[config.mk]
export PLATFORM = sky130hd
export DESIGN_NAME = fir32_merge
export DESIGN_NICKNAME = d
export VERILOG_FILES = /design/src/hdl/fir32_pkg.sv /design/src/hdl/fir32_merge.sv
export SDC_FILE = /design/constraint.sdc
export NUM_CORES = 1
export LEC_CHECK = 0
export BUFFER_PORTS_ARGS = -buffer_cell sky130_fd_sc_hd__clkbuf_2
export CORE_AREA = 3 3 167 169
export DETAILED_ROUTE_END_ITERATION = 8
export DIE_AREA = 0 0 170 172
export HOLD_SLACK_MARGIN = 0.12
export PLACE_DENSITY_LB_ADDON = 0.1
export SLEW_MARGIN = 40
export SYNTH_ARGS = -nofsm -noshare
export SYNTH_HDL_FRONTEND = slang
export SYNTH_SLANG_ARGS = --single-unit
[constraint.sdc]
create_clock -name clock -period 7.3 [get_ports clock]
set_clock_uncertainty 0.05 [all_clocks]
set_input_delay 0 -clock clock [delete_from_list [all_inputs] [get_ports clock]]
set_output_delay 0 -clock clock [all_outputs]
set_load 0.005 [all_outputs]
[src/hdl/fir32_pkg.sv]
// Shared types, sizes and constants of the 32-tap saturating FIR filter.
`timescale 1ns / 1ps

package fir32_pkg;

   localparam int SAMPLE_W     = 16;
   localparam int TAP_COUNT    = 32;
   localparam int LANE_COUNT   = 8;
   localparam int OUT_SHIFT    = 14;

   localparam int HIST_DEPTH   = 31;
   localparam int IN_FIELDS    = 8;
   localparam int REG_COUNT    = 8;
   localparam int REG_W        = 64;
   localparam int TAPS_PER_REG = REG_W / SAMPLE_W;
   localparam int CSR_INDEX_W  = $clog2(REG_COUNT);
   localparam int WIN_DEPTH    = HIST_DEPTH + LANE_COUNT;

   localparam int PROD_W       = 2 * SAMPLE_W;
   localparam int GROUP_SIZE   = 4;
   localparam int GROUP_COUNT  = (TAP_COUNT + GROUP_SIZE - 1) / GROUP_SIZE;
   localparam int PART_W       = PROD_W + $clog2(GROUP_SIZE);
   localparam int ACC_W        = PROD_W + $clog2(TAP_COUNT);
   localparam int SHIFT_W      = ACC_W - OUT_SHIFT;

   localparam int SAT_MAX      = 32767;
   localparam int SAT_MIN      = -32768;

   typedef logic signed [SAMPLE_W-1:0] fir32_sample_type;
   typedef logic signed [PROD_W-1:0]   fir32_prod_type;
   typedef logic signed [PART_W-1:0]   fir32_part_type;
   typedef logic signed [ACC_W-1:0]    fir32_acc_type;
   typedef logic signed [SHIFT_W-1:0]  fir32_shift_type;
   typedef logic [REG_W-1:0]           fir32_reg_type;

   typedef struct packed {
      logic prod_en;
      logic part_en;
      logic sum_en;
   } fir32_stage_en_type;

endpackage

[src/hdl/fir32_merge.sv]
// Output stage: scales and saturates every lane sum into the result register.
`timescale 1ns / 1ps

module fir32_merge import fir32_pkg::*; (
   input  logic             clock,
   input  logic             reset,
   input  logic             sum_valid,
   output logic             sum_ready,
   input  fir32_acc_type    lane_sum [LANE_COUNT],
   output logic             rsp_valid,
   input  logic             rsp_stall,
   output fir32_sample_type filtered [IN_FIELDS]
);

   logic             valid_ff;
   fir32_sample_type filtered_ff [IN_FIELDS];
   fir32_sample_type filtered_in [IN_FIELDS];
   fir32_shift_type  shifted [LANE_COUNT];

   assign sum_ready = !valid_ff || !rsp_stall;

   // The arithmetic shift floors toward minus infinity, as the clamp expects.
   always_comb begin
      for (int j = 0; j < IN_FIELDS; j++) begin
         filtered_in[j] = '0;
      end
      for (int j = 0; j < LANE_COUNT; j++) begin
         shifted[j] = SHIFT_W'(lane_sum[j] >>> OUT_SHIFT);
         if (shifted[j] > SAT_MAX) begin
            filtered_in[j] = SAMPLE_W'(SAT_MAX);
         end else if (shifted[j] < SAT_MIN) begin
            filtered_in[j] = SAMPLE_W'(SAT_MIN);
         end else begin
            filtered_in[j] = SAMPLE_W'(shifted[j]);
         end
      end
   end

   always_ff @(posedge clock) begin
      if (reset) begin
         valid_ff <= 1'b0;
      end else if (sum_ready) begin
         valid_ff <= sum_valid;
      end
   end

   always_ff @(posedge clock) begin
      if (sum_ready && sum_valid) begin
         filtered_ff <= filtered_in;
      end
   end

   assign rsp_valid = valid_ff;
   assign filtered  = filtered_ff;

endmodule
==> results of run 1 <==
[Yosys cell counts, types with 3 or more instances]
cell type / instances
sky130_fd_sc_hd__or4_4: 3
sky130_fd_sc_hd__o2bb2ai_1: 27
sky130_fd_sc_hd__a21bo_2: 15
sky130_fd_sc_hd__and3_1: 3
sky130_fd_sc_hd__o31ai_1: 33
sky130_fd_sc_hd__inv_1: 5
sky130_fd_sc_hd__clkbuf_1: 49
sky130_fd_sc_hd__or3_1: 5
sky130_fd_sc_hd__nor2_1: 5
sky130_fd_sc_hd__buf_8: 3
sky130_fd_sc_hd__nor3_1: 31
sky130_fd_sc_hd__nor4_1: 3
sky130_fd_sc_hd__nand3_1: 42
sky130_fd_sc_hd__buf_2: 3
sky130_fd_sc_hd__nand4_1: 19
sky130_fd_sc_hd__edfxtp_1: 128
sky130_fd_sc_hd__nand2_1: 4
sky130_fd_sc_hd__a2bb2oi_1: 52
sky130_fd_sc_hd__and4_1: 4
sky130_fd_sc_hd__a21bo_1: 18
sky130_fd_sc_hd__buf_6: 3
sky130_fd_sc_hd__a21o_1: 7
[sequential cells by signal (all words and copies together), names as in the netlist]
register / flops
filtered: 128
rsp_valid: 1
[kinds of logic (layout without fill, tap and decap cells)]
family | count (synthesis) | in the layout | share of synthesized area
AOI/OAI and AO/OA | 157 | 157 | 0.2184
buffers and inverters | 63 | 547 | 0.04779
DFF | 129 | 129 | 0.6227
and+or+nand+nor | 124 | 124 | 0.1111
[layout make-up]
cell class	instances	area (µm²)
Clock buffer	18	439.2
Inverter	5	18.77
Tap cell	341	426.7
Multi-Input combinational cell	281	2057
Fill cell	2636	16250
Clock inverter	14	152.6
Timing Repair Buffer	510	3520
Sequential cell	129	3864
[per-stage QoR]
| step | utilization | hold WS (ns) | setup WS, ns |
|---|---|---|---|
| after detailed placement | 0.2980 | 0.1196 | 5.063 |
| after global routing | 0.3920 | 0.1348 | 4.900 |
| after floorplan | - | 0.002905 | 3.394 |
| after CTS | 0.3920 | 0.1206 | 5.015 |
| final | 0.3920 | 0.1326 | 5.073 |
| after global placement | 0.2975 | 0.1138 | 4.853 |
[worst register-to-register path: stages (launching register included)]
cell and delay, ns:
sky130_fd_sc_hd__dfxtp_1 0.33, sky130_fd_sc_hd__nand2_1 0.08, sky130_fd_sc_hd__and2_4 0.62, sky130_fd_sc_hd__buf_6 0.72
[timing repair]
action                                 CTS  global route
setup buffers                            0             0
endpoints found under the hold margin  129             0
hold buffers                           192             0
[power groups by stage]
| stage | registers (µW) | clock network, µW | logic [µW] |
|---|---|---|---|
| 5_1_grt | 885 | 923 | 319 |
| 2_1_floorplan | 906 | 0 | 77.8 |
| 3_5_place_dp | 897 | 0 | 210 |
| 6_report | 881 | 862 | 291 |
| 3_3_place_gp | 895 | 0 | 206 |
| 4_1_cts | 881 | 893 | 294 |
[per-layer routing]
layer / vias to the layer above / wire length, µm / global-route usage
met2: 211 / 10120 / 0.2342
met3: 18 / 1518 / 0.04092
met5: - / 0 / 0
met1: 2765 / 8582 / 0.1647
met4: 0 / 331 / 0.04092
li1: 2881 / - / -
[how the worst max path moves through the flow]
| stage | cells past startpoint | endpoint | slack, ns | startpoint |
|---|---|---|---|---|
| after floorplan | 2 | filtered[0] | 3.39 | rsp_valid |
| after global routing | 3 | filtered[58] | 4.90 | rsp_valid |
| after detailed placement | 3 | filtered[50] | 5.06 | rsp_valid |
| after global placement | 3 | filtered[50] | 4.85 | rsp_valid |
| final | 3 | filtered[32] | 5.07 | rsp_valid |
| after CTS | 3 | filtered[58] | 5.02 | rsp_valid |
==> flow_results.org, run 1 <==
** Power
- Clk network pwr share :: 0.424
- Int Power :: 1548 µW
- Summing internal, switching and leakage power gives 2033 µW.
- Fraction of power spent switching nets :: 0.2387
- Worst supply voltage drop on vdd :: 0.0001229 V
- For this design the static power due to leakage is 0.004331 µW.
- Sequential share of power :: 0.433
- For this design the total switching power over the nets is 485.3 µW.
- In this run the power density over the cells is 194.1 mW/mm².
- The share of total power dissipated in combinational logic is 0.143.

** Clock tree
- Number of clock sinks :: 129
- After clock tree synthesis, the clock-pin slew on the worst setup and hold paths is 0.07 ns.
- PostCTS Resize Cnt :: 0
- Insertion delay of the later-clocked pin in the worst-skew pair :: 0.41 ns
- In this run the number of H-tree levels came out at 4.
- TritonCTS built the clock tree.
- In this run the clock root is driven by a sky130_fd_sc_hd__clkbuf_16.
- Number of buffers inserted during clock tree synthesis :: 17
- Maximum clock insertion buffer count :: 2

** Logic synthesis
- The synthesized design spends more area on one cell type than any other, namely sky130_fd_sc_hd__edfxtp_1.
- Synthesis handed over a netlist of 473 instances.
- The share of synthesized area in the top cell type comes to 0.6195.
- Share of synthesized registers carrying an async set or reset :: 0
- In this run, synthesis produced a sequential element count of 129.
- In this run, synthesis inferred 128 flip-flops with an integrated enable.
- Yosys warning count :: 0
- The synthesized netlist contains 31 unique library cells.
- Synthesized net count :: 773
- By area the synthesized netlist is led by sky130_fd_sc_hd__edfxtp_1, sky130_fd_sc_hd__a2bb2oi_1, sky130_fd_sc_hd__o31ai_1.
- The cell area that synthesis handed to floorplanning was 0.006205 mm².
- Sequential-to-total area share from yosys stat :: 0.6227
- For this run, the leading register cell type out of synthesis is sky130_fd_sc_hd__edfxtp_1.
- Synthesized area per cell :: 13.12 µm²

** Final layout
- Final antenna diode count :: 0
- Layout overhead on the synthesized area :: 68.86%
- The top cell types in the final layout, fill and taps aside, are sky130_fd_sc_hd__clkbuf_2, sky130_fd_sc_hd__dlygate4sd3_1, sky130_fd_sc_hd__edfxtp_1, sky130_fd_sc_hd__a2bb2oi_1, sky130_fd_sc_hd__nand3_1.
- Summed area of non-filler cells in the final layout :: 0.01048 mm²
- Most common cell after layout, fill and taps aside :: sky130_fd_sc_hd__clkbuf_2
- After the flow finishes, the layout carries non-filler instances totaling 1,298.
- Final nets :: 1,244
- Share of final-layout standard cells stronger than drive strength 1 :: 0.3918

** STA
- Setup violations remaining at the end of the flow were counted as 0.
- Setup repair after global routing missed its margin :: false
- Of the available clock period, the critical path in the final layout requires 0.3050.
- Maximum operating frequency :: 449.1 MHz
- Setup total negative slack on the finished layout was measured at 0 ns.
- The worst pin sits at a relative slew slack of 0.4762.
- Final Slew Violations :: 0
- For the pin with the worst max-slew slack, the measured transition is 0.7857 ns.
- Final hold violation count :: 0
- The clock period could shrink to 2.227 ns.

** Floorplan
- The initial utilization of the core area, before any placement, comes to 0.2322.
- Height of the die :: 172 µm
- Total Die Area :: 0.02924 mm²
- The initialized floorplan defines 60 standard-cell rows.
- Core area :: 0.02673 mm²
- Pin placement for this block handled 430 I/O pins.
- Chip width :: 170 µm

** Outcome
- The flow ran to the end, and the final reports show no timing, DRC or antenna violations.

** Worst setup path
- Maximum cell stage delay along the critical path :: 0.65 ns
- Startpoint class of the critical path :: flip-flop
- Cells on worst reg2reg path :: 3
- The worst register-to-register path begins at rsp_valid.
- Cell Chain, Critical Path :: nand2_1, and2_4, buf_6
- Slack of the worst reg-to-reg path :: 5.07 ns
- STA classifies the critical path endpoint as a flip-flop.
- Signal arrival time at the worst endpoint :: 2.21 ns
- Cell class contributing the biggest share of worst-path delay :: simple AND/OR/NAND/NOR gates
- Worst-path maximum fanout :: 74
- The worst setup path is of the flip-flop to flip-flop kind.
- The number of buffers and inverters on the critical path is 1.
- In this run the critical register-to-register path is captured at filtered[32].
- Data on the critical path is required at its endpoint by 7.29 ns.
- Among all stages on the critical path, the largest delay is contributed by sky130_fd_sc_hd__buf_6.

** Route
- The first routing iteration left 278 violations.
- Number of optimization iterations in the first detailed-route pass :: 4
- Antenna violation net count after detailed routing :: 0
- Summed over all layers, the routed wires come to 20,550 µm.
- Detailed-route via count :: 5,875
- After detailed routing, the average wire length per cell comes to 15.83 µm.
- Via density per instance :: 4.526
- In the routed design, unresolved DRC markers number 0.

** Global routing
- Congestion Overflow GR :: 0
- The initial antenna violation count is 0.
- Across every metal layer, demand over resource in global routing totals 0.1359.
- Pin count of the biggest net entering global routing :: 75
- First-pass GRT wire length :: 31,680 µm
- The number of global-route vias before repair is 6,059.

** Min path
- The min-delay analysis places its worst path in the category input port to flip-flop.
- End point of the worst hold path :: filtered[60]
- Counting instances, the worst hold path has a depth of 4.
- Hold_sp :: lane_sum[146]

** Placed design
- Post-placement cell area :: 0.007964 mm²
- At the end of routability-driven placement, the weighted congestion stood at 0.7446.
- After legalization and detailed placement, the total HPWL measured 14,360 µm.
- After detailed placement, the design holds a cell count of 1,074.
- Count of buffers from port buffering :: 317

** Run
- Number of max-cap violations :: 0
Note: power is estimated with default switching activity, not from simulation.
==> run 2, diff against run 1 <==
--- a/config.mk
+++ b/config.mk
@@ -6,9 +6,9 @@
 export NUM_CORES = 1
 export LEC_CHECK = 0
 export BUFFER_PORTS_ARGS = -buffer_cell sky130_fd_sc_hd__clkbuf_2
-export CORE_AREA = 3 3 167 169
+export CORE_AREA = 3 3 166 168
 export DETAILED_ROUTE_END_ITERATION = 8
-export DIE_AREA = 0 0 170 172
+export DIE_AREA = 0 0 169 171
 export HOLD_SLACK_MARGIN = 0.12
 export PLACE_DENSITY_LB_ADDON = 0.1
 export SLEW_MARGIN = 40
==> constraint.sdc (replaced) <==
create_clock -name clock -period 2 [get_ports clock]
set_clock_uncertainty 0.05 [all_clocks]
set_input_delay 0 -clock clock [delete_from_list [all_inputs] [get_ports clock]]
set_output_delay 0 -clock clock [all_outputs]
set_load 0.005 [all_outputs]
==> run 2 against run 1 <==
Compared with the run above:
- sequential cell count stayed put
- first-iteration DRC count is 17% higher
- non-clock buffer count is 18 higher
- cell count is 1.0% higher
- core utilization is 2.0 points higher
- largest power group is now the clock network
==> flow_results.org, run 2 (synthesized netlist as in run 1, its figures left out) <==
** Outcome
- The run finished with clean final reports.

** Placed design
- Half-perimeter wire length of the detailed placement result :: 14,680 µm (+2.2%)
- Post-placement cell area :: 0.008110 mm² (+1.8%)
- Count of buffers from port buffering :: 317 (unchanged)
- Routability congestion estimate from global placement :: 0.7492 (+0.62%)

** STA
- The worst slew slack as a fraction of its limit was 0.5467 (+0.07048).
- Final Slew Violations :: 0 (unchanged)
- Number of endpoints failing setup at the final stage :: 0 (unchanged)
- Total Negative Setup Slacks :: 0 ns (unchanged)
- Final Critical Period :: 1.763 ns
- Slew of the pin with the lowest slew margin :: 0.6800 ns (-0.1057 ns)
- Derived from the worst setup path, the maximum achievable clock frequency is 567.3 MHz.
- Setup repair after global routing missed its margin :: false
- Dividing the final minimum period by the clock period gives 0.8813.
- Hold slack final :: 0.1435 ns (+0.01090 ns)
- The final count of hold timing violations is 0 (unchanged).

** Worst setup path
- The critical path in this run is classified as input port to flip-flop.
- The critical path goes through clkbuf_2, or4_1, nor3_1, o2bb2ai_1, dlygate4sd3_1.
- CP max-delay cell :: sky130_fd_sc_hd__or4_1
- Critical path capture point type :: flip-flop
- Number of buffer and inverter stages on the critical path :: 2 (+1)
- The total number of cells along the worst setup path came to 5 (+2).
- Worst-path maximum fanout :: 15 (-80%)
- Startpoint class of the critical path :: input port
- The count of cells along the worst register-to-register path came to 3 (unchanged).
- The worst path required time came to 2.10 ns (-5.19 ns).
- Among cell families on the critical path, the largest total delay comes from simple AND/OR/NAND/NOR gates.
- The arrival time of data at the critical path endpoint came to 1.86 ns (-0.35 ns).
- Maximum cell stage delay along the critical path :: 0.79 ns (+0.14 ns)

** Final layout
- Max FFs per register :: 128 (unchanged)
- The core occupancy in the finished layout was 0.4124 (+0.02036).
- The fraction of layout instances using a drive strength above 1 is 0.3928 (+0.0009710).
- Leaving out fill and tap cells, the most frequent cell in the layout is sky130_fd_sc_hd__clkbuf_2.
- The top cell types in the final layout, fill and taps aside, are sky130_fd_sc_hd__clkbuf_2, sky130_fd_sc_hd__dlygate4sd3_1, sky130_fd_sc_hd__edfxtp_1, sky130_fd_sc_hd__a2bb2oi_1, sky130_fd_sc_hd__nand3_1.
- The final-layout fill cell count came to 2,510 (-4.8%).
- Summed area of non-filler cells in the final layout :: 0.01075 mm² (+2.6%)
- Relative to the synthesized area, the layout overhead comes to 73.20%.
- Final nets :: 1,262 (+1.4%)

** Route
- # DRC :: 0 (unchanged)
- The routed via count divided by cell count is 4.621 (+2.1%).
- The number of nets with antenna violations after detailed routing was 0 (unchanged).
- Wire length after detailed routing :: 20,910 µm (+1.8%)
- The number of DRC markers after the initial detailed-route iteration was 324 (+17%).
- Number of optimization iterations in the first detailed-route pass :: 4 (unchanged)
- Detailed-route via count :: 6,058 (+3.1%)
- The average detailed-routed wire length per instance is 15.95 µm (+0.74%).

** Clock tree
- Number of clock sinks :: 129 (unchanged)
- The number of hold buffers added after cts is 199 (+3.6%).
- The number of buffers inserted to repair setup after CTS is 0 (unchanged).
- The number of H-tree levels is 4 (unchanged).
- Number of buffers inserted during clock tree synthesis :: 17 (unchanged)
- The clock-pin transition on the worst setup and hold timing paths is 0.06 ns (about the same).
- TritonCTS clock tree :: done
- The number of buffers between clock root and the deepest sink is 2 (unchanged).
- Insertion delay of the later-clocked pin in the worst-skew pair :: 0.40 ns (about the same)
- The tree is rooted in a sky130_fd_sc_hd__clkbuf_16.
- PostCTS Resize Cnt :: 0 (unchanged)

** Floorplan
- The starting utilization of the core area is 0.2381 (+0.005941).
- The die footprint is 0.02890 mm² (-1.2%).
- The die extent in x came to 169 µm (-0.59%).
- Count of pins on the block boundary :: 430 (unchanged)
- Height of the die :: 171 µm (-0.58%)
- Floorplan row count :: 59 (-1.7%)
- The core footprint is 0.02606 mm² (-2.5%).

** Power
- The leakage power total was 0.004465 µW (+3.1%).
- Power per Cell Area :: 722.4 mW/mm² (+270%)
- The maximum resistive drop on vdd was 0.0003754 V (+210%).

** Global routing
- The remaining global-route overflow is 0 (unchanged).
- Overall global routing resource usage :: 0.1395 (+0.003590)
- The number of global-route vias before repair was 6,246 (+3.1%).
- The pin count of the biggest net entering global routing came to 27 (-64%).
- The initial antenna violation count came to 1 (+1).
- First-pass GRT wire length :: 32,370 µm (+2.2%)

** Run
- Number of max-cap violations :: 0 (unchanged)

** Min path
- Kind of path behind the tightest hold check :: input port to flip-flop
- The number of instances on the worst hold path came to 4 (unchanged).
[run 2: cell types whose count changed in the layout (fill, tap and decap cells not counted), sizes merged]
cell	change
buf	+11
bufinv	+3
clkbuf	+1
clkinvlp	-2
diode	+1
dlygate4sd3	+7
inv	-2
[run 2: routing by layer]
metal / vias to the layer above / share of wire / GRT usage
met4: 0 / 0.012 / 0.03564
met1: 2899 / 0.42 / 0.1735
li1: 2914 / - / -
met5: - / 0 / 0
met3: 15 / 0.073 / 0.04205
met2: 230 / 0.49 / 0.2381
[run 2: final timing paths]
kind / start / to / slack [ns]
max: lane_sum[179] / filtered[73] / 0.24
min reg2reg: rsp_valid / filtered[29] / 0.98
min: lane_sum[146] / filtered[48] / 0.14
max reg2reg: rsp_valid / filtered[59] / 0.44
[run 2: stage by stage]
stage | total power [µW] | std cells | setup slack, ns
2_1_floorplan | 3576 | 473 | 0.1770
3_3_place_gp | 4063 | 1079 | 0.4004
3_5_place_dp | 4083 | 1079 | 0.3914
4_1_cts | 7876 | 1310 | 0.3337
5_1_grt | 8125 | 1311 | 0.1821
6_report | 7764 | 1311 | 0.2374
[run 2: power by group]
group	switching, µW	total [µW]	internal [µW]
combinational	481	1120	641
sequential	46.7	3220	3170
clock	1210	3430	2220
[run 2: worst reg2reg max path, stage by stage (launching register included)]
cell and delay [ns]:
sky130_fd_sc_hd__dfxtp_1 0.33, sky130_fd_sc_hd__nand2_1 0.09, sky130_fd_sc_hd__and2_4 0.50, sky130_fd_sc_hd__buf_4 0.29
[run 2: layout make-up]
cell class / instances / area (µm²) / share of cell area
diodes: 1 / 2.502 / 0.0002329
repair buffers: 528 / 3744 / 0.3484
well taps: 335 / 419.2 / 0.03900
clock buffers: 19 / 432.9 / 0.04028
multi-input cells: 281 / 2057 / 0.1914
flip-flops and latches: 129 / 3864 / 0.3595
clock inverters: 13 / 209.0 / 0.01944
inverters: 5 / 18.77 / 0.001746
==> run 3, diff against run 2 <==
--- a/config.mk
+++ b/config.mk
@@ -6,9 +6,11 @@
 export NUM_CORES = 1
 export LEC_CHECK = 0
 export BUFFER_PORTS_ARGS = -buffer_cell sky130_fd_sc_hd__clkbuf_2
-export CORE_AREA = 3 3 166 168
+export CELL_PAD_IN_SITES_DETAIL_PLACEMENT = 0
+export CELL_PAD_IN_SITES_GLOBAL_PLACEMENT = 1
+export CORE_AREA = 3 3 167 169
 export DETAILED_ROUTE_END_ITERATION = 8
-export DIE_AREA = 0 0 169 171
+export DIE_AREA = 0 0 170 172
 export HOLD_SLACK_MARGIN = 0.12
 export PLACE_DENSITY_LB_ADDON = 0.1
 export SLEW_MARGIN = 40
==> run 3 against run 2 <==
Compared with the run above:
- power decreased by 3.6%
- sequential cell count unchanged
- fmax about the same
- first-iteration DRC count decreased by 22%
- clock-buffer cell count unchanged
- cell count decreased by 0.69%
==> flow_results.org, run 3 (synthesized netlist as in run 1, its figures left out) <==
** Outcome
- Outcome :: completed

** STA
- Slew margin rel. :: 0.5535 (+0.006867)
- Setup repair after global routing missed its margin :: false
- The final worst slack is 0.2366 ns (-0.0008050 ns).
- Final hold violation count :: 0 (unchanged)
- The max-slew violation count was 0 (unchanged).
- The minimum hold slack came to 0.1533 ns (+0.009837 ns).
- The sum of negative setup slack came to 0 ns (unchanged).
- The minimum clock period after layout is 1.763 ns (+0.0008050 ns).
- Share of the cycle needed by the critical path after routing :: 0.8817 (about the same)
- Slew of the pin with the lowest slew margin :: 0.6690 ns (-0.01102 ns)
- Number of endpoints failing setup at the final stage :: 0 (unchanged)
- Maximum operating frequency :: 567.1 MHz (about the same)

** Route
- The average detailed-routed wire length per instance is 16.43 µm (+3.0%).
- The number of nets with antenna violations after detailed routing is 0 (unchanged).
- Via density per instance :: 4.555 (-1.4%)
- The number of DRC markers after the initial detailed-route iteration came to 254 (-22%).
- The total vias in the final route came to 5,930 (-2.1%).
- Wire length after detailed routing :: 21,390 µm (+2.3%)
- The final routed DRC violation total was 0 (unchanged).
- The number of search-and-repair iterations in the first detailed-routing pass is 7 (+3).

** Run
- Number of max-cap violations :: 0 (unchanged)

** Global routing
- The first-pass GRT wire length was 32,910 µm (+1.6%).
- The number of global-route vias before repair was 6,175 (-1.1%).
- The pin count of the biggest net entering global routing came to 31 (+15%).
- Congestion Overflow GR :: 0 (unchanged)
- The initial antenna violation count was 0 (-1).
- The overall track demand over capacity in global routing came to 0.1426 (+0.003114).

** Worst setup path
- Signal arrival time at the worst endpoint :: 1.87 ns (about the same)
- Maximum cell stage delay along the critical path :: 0.80 ns (about the same)
- The count of cells along the worst register-to-register path was 3 (unchanged).
- The buffer and inverter count on the worst path is 2 (unchanged).
- The kind of cell with the highest combined delay along the critical path is simple AND/OR/NAND/NOR gates.
- Cell depth of the worst setup path :: 5 (unchanged)
- Start of the worst register-to-register path :: rsp_valid
- Reg-to-reg critical path endpoint :: filtered[117]
- Walking the worst path, the cells encountered are clkbuf_2, or4_1, nor3_1, o2bb2ai_1, dlygate4sd3_1.
- Slack of the worst reg-to-reg path :: 0.53 ns (+0.09 ns)
- Worst-path maximum fanout :: 15 (unchanged)
- The slowest stage of the critical path belongs to the cell sky130_fd_sc_hd__or4_1.
- Startpoint class of the critical path :: input port
- Critical path capture point type :: flip-flop
- Startpoint-to-endpoint class of the critical path :: input port to flip-flop
- Required time worst endpoint :: 2.10 ns (about the same)

** Floorplan
- Floorplan row count :: 60 (+1.7%)
- The die extent in x was 170 µm (+0.59%).
- The core footprint was 0.02673 mm² (+2.6%).
- Count of pins on the block boundary :: 430 (unchanged)
- Initial Util :: 0.2322 (-0.005941)
- Total Die Area :: 0.02924 mm² (+1.2%)
- Height of the die :: 172 µm (+0.58%)

** Final layout
- The area of the multi-input gates is 0.002049 mm² (-0.36%).
- Share of final-layout standard cells stronger than drive strength 1 :: 0.3965 (+0.003642)
- The total inserted antenna cells is 0 (-1).
- The area used by sequential logic in the layout is 0.003864 mm² (unchanged).
- The final-layout fill cell count came to 2,649 (+5.5%).
- From synthesis to final layout, the design area changed by 69.55%.
- Number of cells in the finished layout apart from fillers :: 1,302 (-0.69%)
- The final layout net count is 1,248 (-1.1%).
- The number of flip-flops in the largest register is 128 (unchanged).
- Final core occ :: 0.3936 (-0.01876)
- The library cell used most frequently in the layout, excluding fill and tap cells, is sky130_fd_sc_hd__clkbuf_2.
- Most frequent cells in the layout :: sky130_fd_sc_hd__clkbuf_2, sky130_fd_sc_hd__dlygate4sd3_1, sky130_fd_sc_hd__edfxtp_1, sky130_fd_sc_hd__a2bb2oi_1, sky130_fd_sc_hd__nand3_1

** Min path
- End point of the worst hold path :: filtered[17]
- The number of instances on the worst hold path is 3 (-1).
- The min-delay analysis places its worst path in the category input port to flip-flop.
- Hold_sp :: lane_sum[71]

** Clock tree
- Number of clock sinks :: 129 (unchanged)
- Insertion delay of the later-clocked pin in the worst-skew pair :: 0.41 ns (about the same)
- CTS Root Buffer Type :: sky130_fd_sc_hd__clkbuf_16
- The number of buffers between clock root and the deepest sink was 2 (unchanged).
- Level count of the clock H-tree :: 4 (unchanged)
- Clk pin slew, worst setup/hold paths :: 0.06 ns (about the same)
- TritonCTS built the clock tree.
- Number of buffers inserted during clock tree synthesis :: 17 (unchanged)

** Placed design
- Pre-CTS setup slack :: 0.4190 ns (+0.02757 ns)
- Count of buffers from port buffering :: 317 (unchanged)
- Half-perimeter wire length of the detailed placement result :: 15,140 µm (+3.1%)
- The number of instances in the placed design was 1,085 (+0.56%).
- Routability congestion estimate from global placement :: 0.7306 (-2.5%)

** Power
- The leakage power total was 0.004373 µW (-2.1%).
- Power per Cell Area :: 711.4 mW/mm² (-1.5%)
- The maximum resistive drop on vdd is 0.0004342 V (+16%).
## run 3: worst max-delay path by stage
stage	slack [ns]	end	startpoint
after CTS	0.31	filtered[74]	lane_sum[179]
after floorplan	0.18	filtered[0]	rsp_valid
after global placement	0.44	filtered[66]	lane_sum[179]
after detailed placement	0.42	filtered[70]	lane_sum[179]
after global routing	0.15	filtered[78]	lane_sum[179]
final	0.24	filtered[65]	lane_sum[179]
## run 3: area by class of cell
type / count / share of cell area
Clock inverter: 13 / 0.01546
Timing Repair Buffer: 514 / 0.3390
Sequential cell: 129 / 0.3673
Tap cell: 341 / 0.04056
Multi-Input combinational cell: 281 / 0.1948
Inverter: 5 / 0.001784
Clock buffer: 19 / 0.04115
## run 3: worst register-to-register path, delay by kind of cell, from the launching register on
family                 cells  cell delay, ns
and+or+nand+nor            2            0.47
DFF                        1            0.33
buffers and inverters      1            0.31
## run 3: power by group
group / switching [µW] / total, µW / leakage (µW) / internal (µW)
Clock: 1220 / 3190 / 0.000284 / 1970
Sequential: 43.7 / 3210 / 0.00124 / 3170
Combinational: 474 / 1080 / 0.00284 / 607
Total: 1740 / 7480 / 0.00437 / 5740
## run 3: metal layers
| layer | vias up | track usage | share of wire |
|---|---|---|---|
| met5 | - | 0 | 0 |
| met4 | 0 | 0.04480 | 0.019 |
| met3 | 23 | 0.04870 | 0.081 |
| met2 | 235 | 0.2420 | 0.49 |
| met1 | 2786 | 0.1716 | 0.41 |
| li1 | 2886 | - | - |
## run 3: repair_timing
action,in CTS,in global routing
setup buffers,0,0
endpoints found under the setup margin,0,0
hold buffers,185,0
resized for setup,0,0
endpoints found under the hold margin,144,0
## run 3: per-stage QoR
stage | instance area, µm² | power (µW)
floorplan | 6207 | 3576
global placement | 8070 | 4046
detailed placement | 8073 | 4066
CTS | 10520 | 7588
global route | 10520 | 7813
finish | 10520 | 7484
